$ cat src/design/lrcf_pkg.sv
// ----------------------------------------------------------------------------
// lrcf_pkg: shared types and constants of the log record CRC framer
// Item structs, queue entry format, status codes and the CRC-32C byte step.
// ----------------------------------------------------------------------------
package lrcf_pkg;

	// record geometry
	localparam int HEADER_BYTES = 24;
	localparam int PAD_ALIGN    = 8;
	localparam int SLOT_BYTES   = 4;
	localparam int LEN_W        = 21;
	localparam int PAD_W        = $clog2(PAD_ALIGN);

	localparam logic [LEN_W-1:0] PAYLOAD_CAP = LEN_W'(1048576);
	localparam logic [LEN_W-1:0] MAX_PAYLOAD_RST = LEN_W'(65536);
	localparam logic [LEN_W-1:0] HDR_LEN = LEN_W'(HEADER_BYTES);
	localparam logic [LEN_W-1:0] ALIGN_M1 = LEN_W'(PAD_ALIGN - 1);

	// CRC-32C, reflected
	localparam logic [31:0] CRC_POLY = 32'h82F6_3B78;
	localparam logic [31:0] CRC_INIT = 32'hFFFF_FFFF;

	// status codes
	localparam logic [1:0] ST_OK       = 2'd0;
	localparam logic [1:0] ST_BAD_LEN  = 2'd1;
	localparam logic [1:0] ST_SHORT    = 2'd2;
	localparam logic [1:0] ST_MISMATCH = 2'd3;

	// register map
	localparam int          ADDR_W          = 3;
	localparam logic        REG_MAX_PAYLOAD = 1'b0;

	// command queue
	localparam int Q_DEPTH = 4;
	localparam int Q_AW    = $clog2(Q_DEPTH);

	typedef struct packed {
		logic        req_type;
		logic [7:0]  data_byte;
		logic        first_byte;
		logic        last_byte;
		logic [31:0] body_len;
		logic [30:0] space_bytes;
	} in_item_t;

	typedef struct packed {
		logic [7:0]       out_byte;
		logic             byte_valid;
		logic             done_res;
		logic [1:0]       status;
		logic [LEN_W-1:0] record_bytes;
		logic [31:0]      crc_value;
	} out_item_t;

	// one classified item, handed from front to back
	typedef struct packed {
		logic             init;       // restart CRC before this byte
		logic             has_byte;   // byte step present
		logic             crc_en;     // byte enters the CRC
		logic             emit;       // byte goes out as a result
		logic [7:0]       data;
		logic [PAD_W-1:0] pad_cnt;    // zero pad bytes after the byte
		logic             has_sum;    // closing summary follows
		logic             sum_calc;   // summary carries the CRC
		logic             sum_verify; // compare CRC with stored word
		logic [1:0]       sum_status; // status of a summary without CRC
		logic [LEN_W-1:0] rec_bytes;
		logic [31:0]      stored_crc;
	} cmd_t;

	// one byte of CRC-32C update
	function automatic logic [31:0] crc_byte(input logic [31:0] crc, input logic [7:0] b);
		logic [31:0] c;
		c = crc ^ {24'd0, b};
		for (int k = 0; k < 8; k++) begin
			c = c[0] ? ((c >> 1) ^ CRC_POLY) : (c >> 1);
		end
		return c;
	endfunction

endpackage

$ cat src/design/lrcf_queue.sv
// ----------------------------------------------------------------------------
// lrcf_queue: short command queue between front and back
// Register-based FIFO; head entry is visible while not empty.
// ----------------------------------------------------------------------------
module lrcf_queue import lrcf_pkg::*; (
	input  logic clk,
	input  logic arst_n,
	input  logic push,
	input  cmd_t push_data,
	input  logic pop,
	output cmd_t head,
	output logic empty,
	output logic full
);

	cmd_t            mem_q [Q_DEPTH];
	logic [Q_AW-1:0] wr_ptr_q;
	logic [Q_AW-1:0] rd_ptr_q;
	logic [Q_AW:0]   count_q;

	assign empty = (count_q == '0);
	assign full  = (count_q == (Q_AW+1)'(Q_DEPTH));
	assign head  = mem_q[rd_ptr_q];

	// storage
	always_ff @(posedge clk) begin
		if (push) begin
			mem_q[wr_ptr_q] <= push_data;
		end
	end

	// pointers and fill level
	always_ff @(posedge clk or negedge arst_n) begin
		if (!arst_n) begin
			wr_ptr_q <= '0;
			rd_ptr_q <= '0;
			count_q  <= '0;
		end else begin
			if (push) begin
				wr_ptr_q <= wr_ptr_q + 1'b1;
			end
			if (pop) begin
				rd_ptr_q <= rd_ptr_q + 1'b1;
			end
			case ({push, pop})
				2'b10:   count_q <= count_q + 1'b1;
				2'b01:   count_q <= count_q - 1'b1;
				default: count_q <= count_q;
			endcase
		end
	end

endmodule

$ cat src/design/lrcf_front.sv
// ----------------------------------------------------------------------------
// lrcf_front: record tracking and item classification
// Checks length and space on the first byte, tracks the byte offset and
// the stored checksum word, and queues one command per item with work.
// ----------------------------------------------------------------------------
module lrcf_front import lrcf_pkg::*; (
	input  logic             clk,
	input  logic             arst_n,
	input  logic [LEN_W-1:0] max_payload,
	input  logic             req_valid,
	output logic             req_stall,
	input  in_item_t         req,
	output logic             push,
	output cmd_t             push_data,
	input  logic             q_full
);

	logic             busy_q;
	logic             verify_q;
	logic [LEN_W-1:0] pos_q;
	logic [LEN_W-1:0] total_q;
	logic [LEN_W-1:0] cend_q;
	logic [31:0]      stored_q;

	logic             accept;
	logic [LEN_W-1:0] lim;
	logic             bad_len;
	logic [LEN_W-1:0] tot_new;
	logic [LEN_W-1:0] cend_new;
	logic             short_buf;
	logic             busy_e;
	logic             verify_e;
	logic [LEN_W-1:0] pos_e;
	logic [LEN_W-1:0] total_e;
	logic [LEN_W-1:0] cend_e;
	logic [31:0]      stored_e;
	logic [LEN_W-1:0] pos_next;
	logic [LEN_W-1:0] target;
	logic [LEN_W-1:0] pad_full;
	logic [31:0]      stored_next;
	logic             busy_next;
	logic             in_slot;
	cmd_t             cmd;

	assign req_stall = q_full;
	assign accept    = req_valid && !q_full;

	// first-byte checks
	always_comb begin
		lim       = (max_payload > PAYLOAD_CAP) ? PAYLOAD_CAP : max_payload;
		bad_len   = req.body_len > {{(32-LEN_W){1'b0}}, lim};
		tot_new   = HDR_LEN + ((req.body_len[LEN_W-1:0] + ALIGN_M1) & ~ALIGN_M1);
		cend_new  = HDR_LEN + req.body_len[LEN_W-1:0];
		short_buf = !req.req_type &&
			({{(31-LEN_W){1'b0}}, tot_new} > req.space_bytes);
	end

	// record state as seen by this item
	always_comb begin
		if (req.first_byte) begin
			busy_e   = !bad_len && !short_buf;
			verify_e = req.req_type;
			pos_e    = '0;
			total_e  = bad_len ? '0 : tot_new;
			cend_e   = bad_len ? '0 : cend_new;
			stored_e = '0;
		end else begin
			busy_e   = busy_q;
			verify_e = verify_q;
			pos_e    = pos_q;
			total_e  = total_q;
			cend_e   = cend_q;
			stored_e = stored_q;
		end
	end

	// classify the item
	always_comb begin
		in_slot     = pos_e < LEN_W'(SLOT_BYTES);
		pos_next    = pos_e + 1'b1;
		target      = verify_e ? total_e : cend_e;
		pad_full    = total_e - pos_next;
		stored_next = stored_e;
		if (in_slot) begin
			stored_next = stored_e | ({24'd0, req.data_byte} << {pos_e[1:0], 3'b000});
		end
		busy_next = busy_e;
		cmd       = '0;
		if (req.first_byte && bad_len) begin
			cmd.has_sum    = 1'b1;
			cmd.sum_status = ST_BAD_LEN;
		end else if (req.first_byte && short_buf) begin
			cmd.has_sum    = 1'b1;
			cmd.sum_status = ST_SHORT;
			cmd.rec_bytes  = tot_new;
		end else if (busy_e) begin
			cmd.init     = req.first_byte;
			cmd.has_byte = 1'b1;
			cmd.crc_en   = !in_slot;
			cmd.emit     = !verify_e;
			cmd.data     = in_slot ? 8'd0 : req.data_byte;
			cmd.rec_bytes = total_e;
			if (pos_next >= target) begin
				// record complete
				cmd.has_sum    = 1'b1;
				cmd.sum_calc   = 1'b1;
				cmd.sum_verify = verify_e;
				cmd.stored_crc = stored_next;
				cmd.pad_cnt    = verify_e ? '0 : pad_full[PAD_W-1:0];
				busy_next      = 1'b0;
			end else if (req.last_byte) begin
				// stream ended early
				cmd.has_sum    = 1'b1;
				cmd.sum_status = ST_SHORT;
				busy_next      = 1'b0;
			end
		end
	end

	assign push      = accept && (cmd.has_byte || cmd.has_sum);
	assign push_data = cmd;

	// record state
	always_ff @(posedge clk or negedge arst_n) begin
		if (!arst_n) begin
			busy_q   <= 1'b0;
			verify_q <= 1'b0;
			pos_q    <= '0;
			total_q  <= '0;
			cend_q   <= '0;
			stored_q <= '0;
		end else if (accept) begin
			busy_q   <= busy_next;
			verify_q <= verify_e;
			pos_q    <= busy_e ? pos_next : pos_e;
			total_q  <= total_e;
			cend_q   <= cend_e;
			stored_q <= busy_e ? stored_next : stored_e;
		end
	end

endmodule

$ cat src/design/lrcf_back.sv
// ----------------------------------------------------------------------------
// lrcf_back: command execution and result output
// Runs the CRC-32C, emits record bytes, zero padding and summaries, one
// result per cycle into an output register while the output is not stalled.
// ----------------------------------------------------------------------------
module lrcf_back import lrcf_pkg::*; (
	input  logic      clk,
	input  logic      arst_n,
	input  cmd_t      head,
	input  logic      q_empty,
	output logic      pop,
	output logic      res_valid,
	input  logic      res_stall,
	output out_item_t res
);

	logic             byte_done_q;
	logic [PAD_W-1:0] pads_done_q;
	logic [31:0]      crc_q;
	out_item_t        out_q;
	logic             out_valid_q;

	logic             room;
	logic             byte_pend;
	logic             pad_pend;
	logic             sum_pend;
	logic             byte_go;
	logic             pad_go;
	logic [31:0]      crc_base;
	logic [31:0]      crc_d;
	logic [31:0]      crc_fin;
	logic [PAD_W-1:0] pads_inc;
	logic             load;
	out_item_t        out_d;

	assign room      = !out_valid_q || !res_stall;
	assign byte_pend = !q_empty && head.has_byte && !byte_done_q;
	assign pad_pend  = !q_empty && (pads_done_q != head.pad_cnt);
	assign sum_pend  = !q_empty && head.has_sum;
	assign pads_inc  = pads_done_q + 1'b1;
	assign crc_base  = head.init ? CRC_INIT : crc_q;
	assign crc_fin   = ~crc_q;

	// pick this cycle's step: byte, then padding, then summary
	always_comb begin
		byte_go = 1'b0;
		pad_go  = 1'b0;
		pop     = 1'b0;
		crc_d   = crc_q;
		load    = 1'b0;
		out_d   = '0;
		if (byte_pend) begin
			if (!head.emit || room) begin
				byte_go = 1'b1;
				crc_d   = head.crc_en ? crc_byte(crc_base, head.data) : crc_base;
				pop     = (head.pad_cnt == '0) && !head.has_sum;
				if (head.emit) begin
					load             = 1'b1;
					out_d.out_byte   = head.data;
					out_d.byte_valid = 1'b1;
				end
			end
		end else if (pad_pend) begin
			if (room) begin
				pad_go           = 1'b1;
				crc_d            = crc_byte(crc_q, 8'd0);
				pop              = (pads_inc == head.pad_cnt) && !head.has_sum;
				load             = 1'b1;
				out_d.byte_valid = 1'b1;
			end
		end else if (sum_pend) begin
			if (room) begin
				pop                = 1'b1;
				load               = 1'b1;
				out_d.done_res     = 1'b1;
				out_d.record_bytes = head.rec_bytes;
				if (head.sum_calc) begin
					out_d.crc_value = crc_fin;
					out_d.status    = (head.sum_verify && (crc_fin != head.stored_crc)) ?
						ST_MISMATCH : ST_OK;
				end else begin
					out_d.status = head.sum_status;
				end
			end
		end
	end

	// progress through the head entry and CRC state
	always_ff @(posedge clk or negedge arst_n) begin
		if (!arst_n) begin
			byte_done_q <= 1'b0;
			pads_done_q <= '0;
			crc_q       <= CRC_INIT;
		end else begin
			crc_q <= crc_d;
			if (pop) begin
				byte_done_q <= 1'b0;
				pads_done_q <= '0;
			end else begin
				if (byte_go) begin
					byte_done_q <= 1'b1;
				end
				if (pad_go) begin
					pads_done_q <= pads_inc;
				end
			end
		end
	end

	// output register
	always_ff @(posedge clk or negedge arst_n) begin
		if (!arst_n) begin
			out_valid_q <= 1'b0;
		end else if (load) begin
			out_valid_q <= 1'b1;
		end else if (!res_stall) begin
			out_valid_q <= 1'b0;
		end
	end

	always_ff @(posedge clk) begin
		if (load) begin
			out_q <= out_d;
		end
	end

	assign res_valid = out_valid_q;
	assign res       = out_q;

endmodule

$ cat src/design/log_record_crc_framer.sv
// ----------------------------------------------------------------------------
// log_record_crc_framer: CRC-32C log record framer and checker
// Encodes or verifies one record per byte stream, with zero padding and a
// summary result closing each record.
// ----------------------------------------------------------------------------
//  channel  | direction | handshake            | payload
//  ---------+-----------+----------------------+---------------------------
//  req      | in        | req_valid/req_stall  | in_item_t, one byte
//  res      | out       | res_valid/res_stall  | out_item_t, byte or summary
//  apb      | in/out    | psel/penable/pready  | max_payload at address 0
//
// One item is taken per cycle while the command queue has room. The back
// end emits one result per cycle while res_stall is low: the byte of an
// encode item, then up to seven pad bytes, then the summary. The queue
// (four entries) and the output register let input and output stall
// independently. Reset clears all control state and sets max_payload to
// 65536; no clearing pass is needed.
// ----------------------------------------------------------------------------
module log_record_crc_framer import lrcf_pkg::*; (
	input  logic              clk,
	input  logic              arst_n,
	// input items
	input  logic              req_valid,
	output logic              req_stall,
	input  in_item_t          req,
	// result items
	output logic              res_valid,
	input  logic              res_stall,
	output out_item_t         res,
	// configuration
	input  logic              psel,
	input  logic              penable,
	input  logic              pwrite,
	input  logic [ADDR_W-1:0] paddr,
	input  logic [31:0]       pwdata,
	output logic [31:0]       prdata,
	output logic              pready
);

	logic [LEN_W-1:0] max_payload_q;
	logic             q_push;
	cmd_t             q_push_data;
	logic             q_pop;
	cmd_t             q_head;
	logic             q_empty;
	logic             q_full;

	// register file
	assign pready = 1'b1;
	assign prdata = (paddr[2] == REG_MAX_PAYLOAD) ? {{(32-LEN_W){1'b0}}, max_payload_q} : 32'd0;

	always_ff @(posedge clk or negedge arst_n) begin
		if (!arst_n) begin
			max_payload_q <= MAX_PAYLOAD_RST;
		end else if (psel && penable && pwrite && pready && (paddr[2] == REG_MAX_PAYLOAD)) begin
			max_payload_q <= pwdata[LEN_W-1:0];
		end
	end

	lrcf_front u_front (
		.clk         (clk),
		.arst_n      (arst_n),
		.max_payload (max_payload_q),
		.req_valid   (req_valid),
		.req_stall   (req_stall),
		.req         (req),
		.push        (q_push),
		.push_data   (q_push_data),
		.q_full      (q_full)
	);

	lrcf_queue u_queue (
		.clk       (clk),
		.arst_n    (arst_n),
		.push      (q_push),
		.push_data (q_push_data),
		.pop       (q_pop),
		.head      (q_head),
		.empty     (q_empty),
		.full      (q_full)
	);

	lrcf_back u_back (
		.clk       (clk),
		.arst_n    (arst_n),
		.head      (q_head),
		.q_empty   (q_empty),
		.pop       (q_pop),
		.res_valid (res_valid),
		.res_stall (res_stall),
		.res       (res)
	);

endmodule

$ cat config.mk
export PLATFORM = sky130hd
export DESIGN_NAME = log_record_crc_framer
export DESIGN_NICKNAME = d
export VERILOG_FILES = /design/src/design/lrcf_pkg.sv /design/src/design/lrcf_queue.sv /design/src/design/lrcf_front.sv /design/src/design/lrcf_back.sv /design/src/design/log_record_crc_framer.sv
export SDC_FILE = /design/constraint.sdc
export NUM_CORES = 1
export LEC_CHECK = 0
export BUFFER_PORTS_ARGS = -buffer_cell sky130_fd_sc_hd__buf_4
export CELL_PAD_IN_SITES_DETAIL_PLACEMENT = 1
export CELL_PAD_IN_SITES_GLOBAL_PLACEMENT = 1
export CORE_ASPECT_RATIO = 0.8
export CORE_MARGIN = 2
export CORE_UTILIZATION = 45
export CTS_CLUSTER_SIZE = 10
export DETAILED_ROUTE_END_ITERATION = 8
export GPL_TIMING_DRIVEN = 0
export PLACE_DENSITY = 0.76
export SYNTH_ARGS = -nofsm -noshare
export SYNTH_HDL_FRONTEND = slang
export SYNTH_HIERARCHICAL = 1
export SYNTH_SLANG_ARGS = --single-unit
$ cat constraint.sdc
create_clock -name clk -period 17.26 [get_ports clk]
set_input_delay 0.863 -clock clk [delete_from_list [all_inputs] [get_ports clk]]
set_output_delay 0.863 -clock clk [all_outputs]
set_load 0.02 [all_outputs]
* After elaboration in Yosys (flattened, before gate mapping)
Memories as Yosys holds them, arrays and structs flattened.
Index checks and enable logic that the tools add are counted.
** Storage, ports and cells
- Register bits :: 227
- Memories kept :: 1
- Memory bits (read-only) :: 0
- Output and inout bits :: 100
- RAM bits :: 292
- Logic and storage cells :: 202
- Input bits :: 116
- Bits in latches :: 0
** Operators by class
- Equal/unequal tests :: 8
- Multipliers :: 0
- Bitwise operators :: 23
- Divide/modulo/power cells :: 0
- $lt $le $gt $ge :: 5
- Muxes and demuxes :: 91
- Add/sub/neg operators :: 10
- Reduce and logical (&&, ||, !) cells :: 43
- Shift operators :: 1
** Memories
- u_queue.mem_q :: depth 4, bits a word 73, read ports 1, clocked after Yosys merged registers in 0, write ports 1, line lrcf_queue.sv:16 : cmd_t mem_q [Q_DEPTH];
** Operators by type and width (count)
- $mux 32 :: 28
- $not 16->17 :: 16
- $mux 21 :: 9
- $mux 73 :: 1
- $mux 56 :: 1
- $mux 53 :: 1
- $add 5x21->21 const A :: 2
- $mux 1 :: 34
- $gt 32x21->1 :: 1
- $ne 32x32->1 :: 1
- $not 32->32 :: 1
- $or 32x32->32 :: 1
- $shl 8x5->32 :: 1
- $xor 32x8->32 :: 1
- $gt 21x31->1 :: 1
- $mux 15 :: 2
- $mux 23 :: 1
- $add 21x1->21 const B :: 1
- $add 21x3->21 const B :: 1
- $ge 21x21->1 :: 1
- $gt 21x21->1 const B :: 1
- $lt 21x3->1 const B :: 1
- $logic_and 1x1->1 :: 16
- $mux 2 :: 8
- 23 further kinds :: 50

* Logic depth before layout (Yosys ltp)
Gate-level depths: netlist (run 1).
An unclocked memory read counts as a cell.
- Depth in word-level cells :: 22
- Depth in mapped cells :: 24
- Gate-level depth less buffers :: 22

* By module
Netlist (run 1), hierarchy kept.
** By module, submodules not included
- lrcf_queue :: sequential area each 8943.6 um^2, area an instance 10928.0 um^2, instances 1, cells each 418
- lrcf_front :: sequential area each 2427.3 um^2, area an instance 8468.1 um^2, instances 1, cells each 1042
- lrcf_back :: sequential area each 2917.8 um^2, area an instance 6822.8 um^2, instances 1, cells each 613
- log_record_crc_framer :: sequential area each 526.8 um^2, area an instance 1121.1 um^2, instances 1, cells each 82

* Least setup slack after synthesis (run 1)
No wires, ideal clock.
- Path type :: input -> register
- From :: input port req[31] (netlist name)
- To :: memory u_queue/mem_q[0][10] (netlist name) (data pin)
- Path slack :: 11.333 ns
- Setup time :: 0.277 ns
- Required time :: 16.983 ns
- Stages :: 20
- Arrival :: 5.650 ns
- Buffers on the path :: 3
- Path through :: nor3_1 > clkbuf_1 > xnor2_1 > inv_1 > ha_1 > a2111o_1 > a211oi_1 > nor4b_2 > xnor2_1 > ha_1 > nand4_1 > nor2_1 > nand4_1 > nand4_1 > a211oi_1 > o21bai_1 > or2_2 > clkbuf_1 > clkbuf_1 > nor2_1
** RTL lines
- from (decl) :: line log_record_crc_framer.sv:25 : input in_item_t req,
- to (decl) :: line lrcf_queue.sv:16

==> impl_metrics.tcl, run 1 <==
set metrics [dict create \
    final_antenna_net_count 0 \
    boundaryPins 216 \
    worst_setup_path_start "req[33]" \
    layout.area.seq_um2 14800 \
    synth_top_cell_area_share_pct 39.2 \
    synth-warning-count 6 \
    top_post_synthesis_cells_by_area "sky130_fd_sc_hd__edfxtp_1 (39%), sky130_fd_sc_hd__dfrtp_1 (12%), sky130_fd_sc_hd__mux4_2 (6.0%), sky130_fd_sc_hd__xnor2_1 (5.4%), sky130_fd_sc_hd__ha_1 (3.2%)" \
    postSynthAreaPerCell_um2 12.7 \
    finalWirelength_um 82900 \
    num-fill-cells 6136 \
    ctsLongestPathBuffers 3 \
    grt_use_total_pct 26.6 \
    post_cts_setup_buffer_count 0 \
    final_hold_viol_count 0 \
    numCtsBuffers 59 \
    layout_worst_path_cycle_share_pct 46.5 \
    max_cap_violations 0 \
    internal_cell_power_uw 4020 \
    timing.reg2reg.worst_path_depth 22 \
    initial_antenna_violation_count 1 \
    longest_individual_stage_delay_on_the_worst_path_ns 1.00 \
    power-per-cell-area_nw_per_um2 208 \
    layout.cells.non_filler 3241 \
    cts.reportedPaths.clkPinSlew_ns 0.06 \
    postSynth.topFlopCell "sky130_fd_sc_hd__edfxtp_1" \
    flow.area_growth_from_synthesis_pct 15.9 \
    cts_repair_resize_count 0 \
    die_outline_area_um2 62800 \
    path_type_of_the_worst_min_delay_path "input port to async pin" \
    seq_total_area_yosys_pct 54.2 \
    p_switching_uw 2590 \
    timing_worst_slew_pin_value_ns 1.20 \
    synth-edff-count 357 \
    yosys.area.top_type "sky130_fd_sc_hd__edfxtp_1" \
    regToRegStartpoint "max_payload_q[11]" \
    cts.hold.buffers_added 0 \
    clk_tree_root_cell "sky130_fd_sc_hd__clkbuf_16" \
    async_flop_share_pct 31.2 \
    gp_congestion 0.949 \
    place.port_buffers 181 \
    routedWlPerCell_um 25.6 \
    multi_input_area_um2 11600 \
    cts_sinks 519 \
    first_pass_grt_wire_length_um 126000 \
    finalNetCount 2601 \
    combinationalPowerShare_pct 55.1 \
    synth.cell_area_um2 27300 \
    critical-path-top-delay-family "compound AO/OA/AOI/OAI gates" \
    grt_start_max_net_pins 83 \
    postSynthCellCount 2155 \
    drive_gt1_share_pct 19.1 \
    max_clock_freq_mhz 125 \
    firstDrtPassIters 5 \
    timing.setup.tns_ns 0 \
    setup.reg_to_reg.worst_slack_ns 9.37 \
    synthesized_flop_and_latch_total 519 \
    number_of_global_route_vias_before_repair 19900 \
    outcome "finished clean" \
    timing.final.max_slew_violations 0 \
    core-area_um2 59900 \
    timing.setup.critical_path_class "input port to flip-flop" \
    latest_clock_arrival_within_the_worst_skew_pair_ns 0.65 \
    remaining_drc_errors 0 \
    power.ir.vdd_worst_uv 151 \
    setup-violations-final 0 \
    timing.critical_path.required_ns 17.57 \
    fin_crit_ns 8.03 \
    cp-start-kind "input port" \
    rsz_0062_raised_after_global_routing "false" \
    grt_remaining_overflow 0 \
    netSwitchingFraction_pct 39.2 \
    power_leakage_uw 0.0122 \
    arr_time_crit_path_ns 8.34 \
    worst-path-stages 21 \
    initial_utilization_pct 45.7 \
    pwr-share-seq_pct 26.7 \
    dr.first_iter.drc_count 1741 \
    tritoncts "done" \
    power.share.clock_pct 18.2 \
    path_cells "buf_4 -> nor3_1 -> clkbuf_1 -> xnor2_1 -> inv_1 -> ha_1 -> a2111o_1 -> a211oi_1 -> nor4b_2 -> xnor2_1 -> ha_1 -> a2111oi_0 -> o21ai_0 -> o21a_1 -> a2111oi_0 -> a211oi_1 -> o21bai_1 -> or2_2 -> clkbuf_1 -> clkbuf_1 -> nor2_1" \
    slowest_stage "sky130_fd_sc_hd__a211oi_1" \
    layout_common_cells "sky130_fd_sc_hd__edfxtp_1 (357), sky130_fd_sc_hd__buf_4 (201), sky130_fd_sc_hd__nor2_1 (184), sky130_fd_sc_hd__xnor2_1 (168), sky130_fd_sc_hd__nand2_1 (144)" \
    die_h_um 224 \
    netlist-cell-type-count 90 \
    layout_commonest_cell "sky130_fd_sc_hd__edfxtp_1" \
    via_per_inst 5.90 \
    crit_top_cell "sky130_fd_sc_hd__clkbuf_1" \
    slew-limit-headroom_pct 19.3 \
    placementRows 80 \
    cts_max_level 2 \
    dp.cells 3130 \
    route.vias.total 19100 \
    hpwl_um 59800 \
    fin_skew_ns 0.0493 \
    cp_num_buf_inv 5 \
    setup.worst_path.end_class "flip-flop" \
    crit_path_max_fanout 10 \
    die_width_um 280 \
]
==> Yosys cell counts (40+ instances only) <==
library cell               number
sky130_fd_sc_hd__edfxtp_1     357
sky130_fd_sc_hd__and2_1        53
sky130_fd_sc_hd__o21ai_0       49
sky130_fd_sc_hd__clkbuf_1      89
sky130_fd_sc_hd__xor2_1        67
sky130_fd_sc_hd__a21oi_1       77
sky130_fd_sc_hd__nor2_1       184
sky130_fd_sc_hd__ha_1          71
sky130_fd_sc_hd__dfrtp_1      129
sky130_fd_sc_hd__xnor2_1      168
sky130_fd_sc_hd__inv_1         45
sky130_fd_sc_hd__a22o_1        62
sky130_fd_sc_hd__nand2_1      144
sky130_fd_sc_hd__mux4_2        73
sky130_fd_sc_hd__nor3_1        40
==> power groups by stage <==
stage	combinational [uW]	sequential, uW	clock, uW
after CTS	3590	1760	1220
after global placement	3430	1790	0
after detailed placement	3560	1780	0
after floorplan	2550	1840	0
after global routing	3830	1780	1270
final	3640	1760	1200
==> sequential cells by signal (all words and copies together), names as in the netlist <==
signal and count:
max_payload_q 21, u_back/byte_done_q 1, u_back/crc_q 32, u_front/cend_q 21, u_front/verify_q 1, u_front/stored_q 32, u_front/pos_q 21, u_queue/mem_q 292
u_back/res 65, u_queue/rd_ptr_q 2, u_queue/count_q 3, u_front/total_q 21, u_front/busy_q 1, u_back/res_valid 1, u_queue/wr_ptr_q 2, u_back/pads_done_q 3
==> final timing paths <==
check / endpoint
max in group asynchronous: u_back/crc_q[31]
setup reg to reg: u_queue/mem_q[2][24]
hold / removal: max_payload_q[11]
min in group clk: max_payload_q[11]
hold reg to reg: u_front/cend_q[20]
setup / recovery: u_queue/mem_q[2][24]
==> cell type report <==
type                            instances  area share, %
Antenna cell                            1        0.00789
Buffer                                157           2.43
Clock buffer                          107           5.49
Clock inverter                          3          0.253
Inverter                               47          0.557
Multi-Input combinational cell       1442           36.7
Sequential cell                       519           46.7
Tap cell                              779           3.07
Timing Repair Buffer                  186           4.74
==> routing by layer <==
layer / global-route usage (%) / routed length (um)
met1: 39.0 / 36900
met3: 5.26 / 6910
met4: 7.45 / 1980
met5: 0 / 0
met2: 40.5 / 37100
==> kinds of logic after synthesis <==
group / after synthesis / synth area share (%)
other: 2 / 0.0275
multiplexers: 120 / 8.11
buffers and inverters: 204 / 3.46
flip-flops: 519 / 54.2
adder cells (fa/ha/maj): 73 / 3.40
AO/OA/AOI/OAI: 360 / 9.20
AND/OR/NAND/NOR: 600 / 10.7
XOR/XNOR: 277 / 10.9
==> metrics by stage <==
step           total power (uW)  instance area [um^2]  hold WS, ns  util, %  setup slack, ns
5_1_grt                    6880                 31700        0.237     53.0             8.76
6_report                   6600                 31700        0.180     53.0             9.23
4_1_cts                    6570                 31700        0.209     52.9             9.43
3_3_place_gp               5220                 29700        0.451     49.6             8.78
3_5_place_dp               5340                 29900        0.470     49.9             8.83
2_1_floorplan              4390                 27400        0.438        -            11.33
(Power assumes the default switching activity.)
==> run 2: changes to the inputs <==
- clock period: 17.26 -> 7.6 ns (I/O delays scaled with it)
==> run 2 against run 1 <==
Critical endpoint unchanged; via count increased by 0.64%; critical path depth decreased by 2; clock power increased by 130%; die area unchanged; largest cell class unchanged; utilization increased by 0.43 points; non-clock buffer count increased by 22; routed wire length increased by 0.79%; flip-flop and latch count unchanged.
==> impl_metrics.tcl, run 2 (synthesis results as in run 1) <==
set metrics [dict create \
    setup-violations-final 0 \
    placementRows 80 \
    slew-limit-headroom_pct 20.4 \
    layout_commonest_cell "sky130_fd_sc_hd__edfxtp_1" \
    path_cells "buf_4 -> nor3_2 -> clkbuf_1 -> xnor2_1 -> inv_1 -> ha_1 -> a2111o_1 -> a211oi_1 -> nor4b_2 -> xnor2_1 -> ha_1 -> o21a_1 -> o21a_1 -> a2111oi_0 -> a211oi_2 -> o21bai_1 -> or2_2 -> clkbuf_1 -> nor2_1" \
    max_cap_violations 0 \
    power-per-cell-area_nw_per_um2 469 \
    final_antenna_net_count 0 \
    path_type_of_the_worst_min_delay_path "input port to flip-flop" \
    drive_gt1_share_pct 19.3 \
    post_cts_setup_buffer_count 0 \
    power.ir.vdd_worst_uv 340 \
    initial_utilization_pct 45.7 \
    remaining_drc_errors 0 \
    grt_use_total_pct 26.8 \
    fin_crit_ns 6.90 \
    dr.first_iter.drc_count 1713 \
    fin_skew_ns 0.0463 \
    grt_start_max_net_pins 83 \
    finalNetCount 2623 \
    layout_common_cells "sky130_fd_sc_hd__edfxtp_1 (357), sky130_fd_sc_hd__buf_4 (201), sky130_fd_sc_hd__nor2_1 (184), sky130_fd_sc_hd__xnor2_1 (168), sky130_fd_sc_hd__nand2_1 (144)" \
    layout.cells.non_filler 3263 \
    gp_congestion 0.949 \
    cp-start-kind "input port" \
    first_pass_grt_wire_length_um 127000 \
    timing.final.max_slew_violations 0 \
    flow.area_growth_from_synthesis_pct 16.9 \
    outcome "finished clean" \
    number_of_global_route_vias_before_repair 20100 \
    core-area_um2 59900 \
    place.port_buffers 181 \
    timing.setup.critical_path_class "input port to flip-flop" \
    cts.reportedPaths.clkPinSlew_ns 0.06 \
    max_clock_freq_mhz 145 \
    fin_worst_hold_slack_ns 0.117 \
    cts_sinks 519 \
    reg_with_most_ffs "u_queue/mem_q" \
    ctsLongestPathBuffers 3 \
    finalWirelength_um 83500 \
    crit_path_max_fanout 10 \
    die_h_um 224 \
    routedWlPerCell_um 25.6 \
    firstDrtPassIters 5 \
    tritoncts "done" \
    cp_num_buf_inv 4 \
    setup.worst_path.end_class "flip-flop" \
    hpwl_um 59800 \
    timing.setup.tns_ns 0 \
    die_width_um 280 \
    power_leakage_uw 0.0124 \
    final_hold_viol_count 0 \
    cts_max_level 2 \
    numCtsBuffers 59 \
    longest_individual_stage_delay_on_the_worst_path_ns 0.54 \
    timing.critical_path.required_ns 7.98 \
    via_per_inst 5.90 \
    route.vias.total 19300 \
    timing_worst_slew_pin_value_ns 1.18 \
    latest_clock_arrival_within_the_worst_skew_pair_ns 0.64 \
    critical-path-top-delay-family "compound AO/OA/AOI/OAI gates" \
    rsz_0062_raised_after_global_routing "false" \
    largest_reg_flops 292 \
    boundaryPins 216 \
    die_outline_area_um2 62800 \
    grt_remaining_overflow 0 \
    slowest_stage "sky130_fd_sc_hd__or2_2" \
    initial_antenna_violation_count 1 \
    dp.cells 3130 \
    clk_tree_root_cell "sky130_fd_sc_hd__clkbuf_16" \
    arr_time_crit_path_ns 7.27 \
    layout_worst_path_cycle_share_pct 90.8 \
]
[run 2: layout make-up]
cell class	instances	area, um^2
Sequential cell	519	14800
Multi-Input combinational cell	1442	11700
Antenna cell	1	2.50
Clock buffer	107	1740
Tap cell	779	975
Fill cell	6107	27900
Inverter	47	176
Clock inverter	3	80.1
Buffer	156	769
Timing Repair Buffer	209	1730
[run 2: metal layers]
metal	vias to the layer above	part of all wire (%)	GRT usage (%)
li1	8491	-	-
met1	9886	45	39.1
met2	757	45	41.1
met3	125	7.9	5.24
met4	0	2.3	7.45
met5	-	0	0
[run 2: report_power, final]
group          total [uW]  internal (uW)  switching, uW
clock network        2730           1600           1130
registers            4000           3710            284
logic                8260           3820           4440
[run 2: worst register-to-register path: stages (launching register included)]
cell                       delay, ns
sky130_fd_sc_hd__dfrtp_1        0.42
sky130_fd_sc_hd__nor4_1         0.33
sky130_fd_sc_hd__nand3_1        0.16
sky130_fd_sc_hd__o21ai_2        0.37
sky130_fd_sc_hd__nand2_1        0.11
sky130_fd_sc_hd__ha_1           0.33
sky130_fd_sc_hd__nand4_1        0.19
sky130_fd_sc_hd__nor4_1         0.45
sky130_fd_sc_hd__o21ai_0        0.16
sky130_fd_sc_hd__nand3_1        0.23
sky130_fd_sc_hd__a21o_1         0.25
sky130_fd_sc_hd__clkbuf_1       0.48
sky130_fd_sc_hd__o32ai_1        0.19
sky130_fd_sc_hd__a21oi_1        0.36
sky130_fd_sc_hd__ha_1           0.34
sky130_fd_sc_hd__a21o_1         0.19
sky130_fd_sc_hd__a21o_1         0.19
sky130_fd_sc_hd__a21oi_1        0.16
sky130_fd_sc_hd__o21ai_0        0.15
sky130_fd_sc_hd__a211oi_2       0.43
sky130_fd_sc_hd__or2_2          0.37
sky130_fd_sc_hd__clkbuf_1       0.44
sky130_fd_sc_hd__nor2_1         0.23
[run 2: repair_timing]
action | 4_1_cts | 5_1_grt
resized for setup | 2 | 8
hold buffers | 23 | 0
hold endpoints to repair | 102 | 0
setup endpoints to repair | 120 | 128
[run 2: path summary, 6_finish.rpt]
path | end | start | cells after the start | slack [ns]
setup reg to reg | u_queue/mem_q[2][24] | max_payload_q[11] | 22 | 0.75
hold reg to reg | u_front/cend_q[20] | u_front/cend_q[20] | 2 | 0.48
hold / removal | u_front/cend_q[2] | req[33] | 3 | 0.12
max in group asynchronous | u_back/crc_q[31] | arst_n | 3 | 6.34
setup / recovery | u_queue/mem_q[2][24] | req[33] | 19 | 0.70
min in group asynchronous | max_payload_q[11] | arst_n | 2 | 0.31
[run 2: through the flow]
step | worst slack, ns | utilization (%) | cell area (um^2) | power (uW)
floorplan | 2.09 | - | 27400 | 9980
global placement | -0.401 | 49.6 | 29700 | 11900
detailed placement | -0.346 | 49.9 | 29900 | 12100
CTS | 0.200 | 53.3 | 31900 | 14900
global route | 0.317 | 53.4 | 32000 | 15600
finish | 0.702 | 53.4 | 32000 | 15000
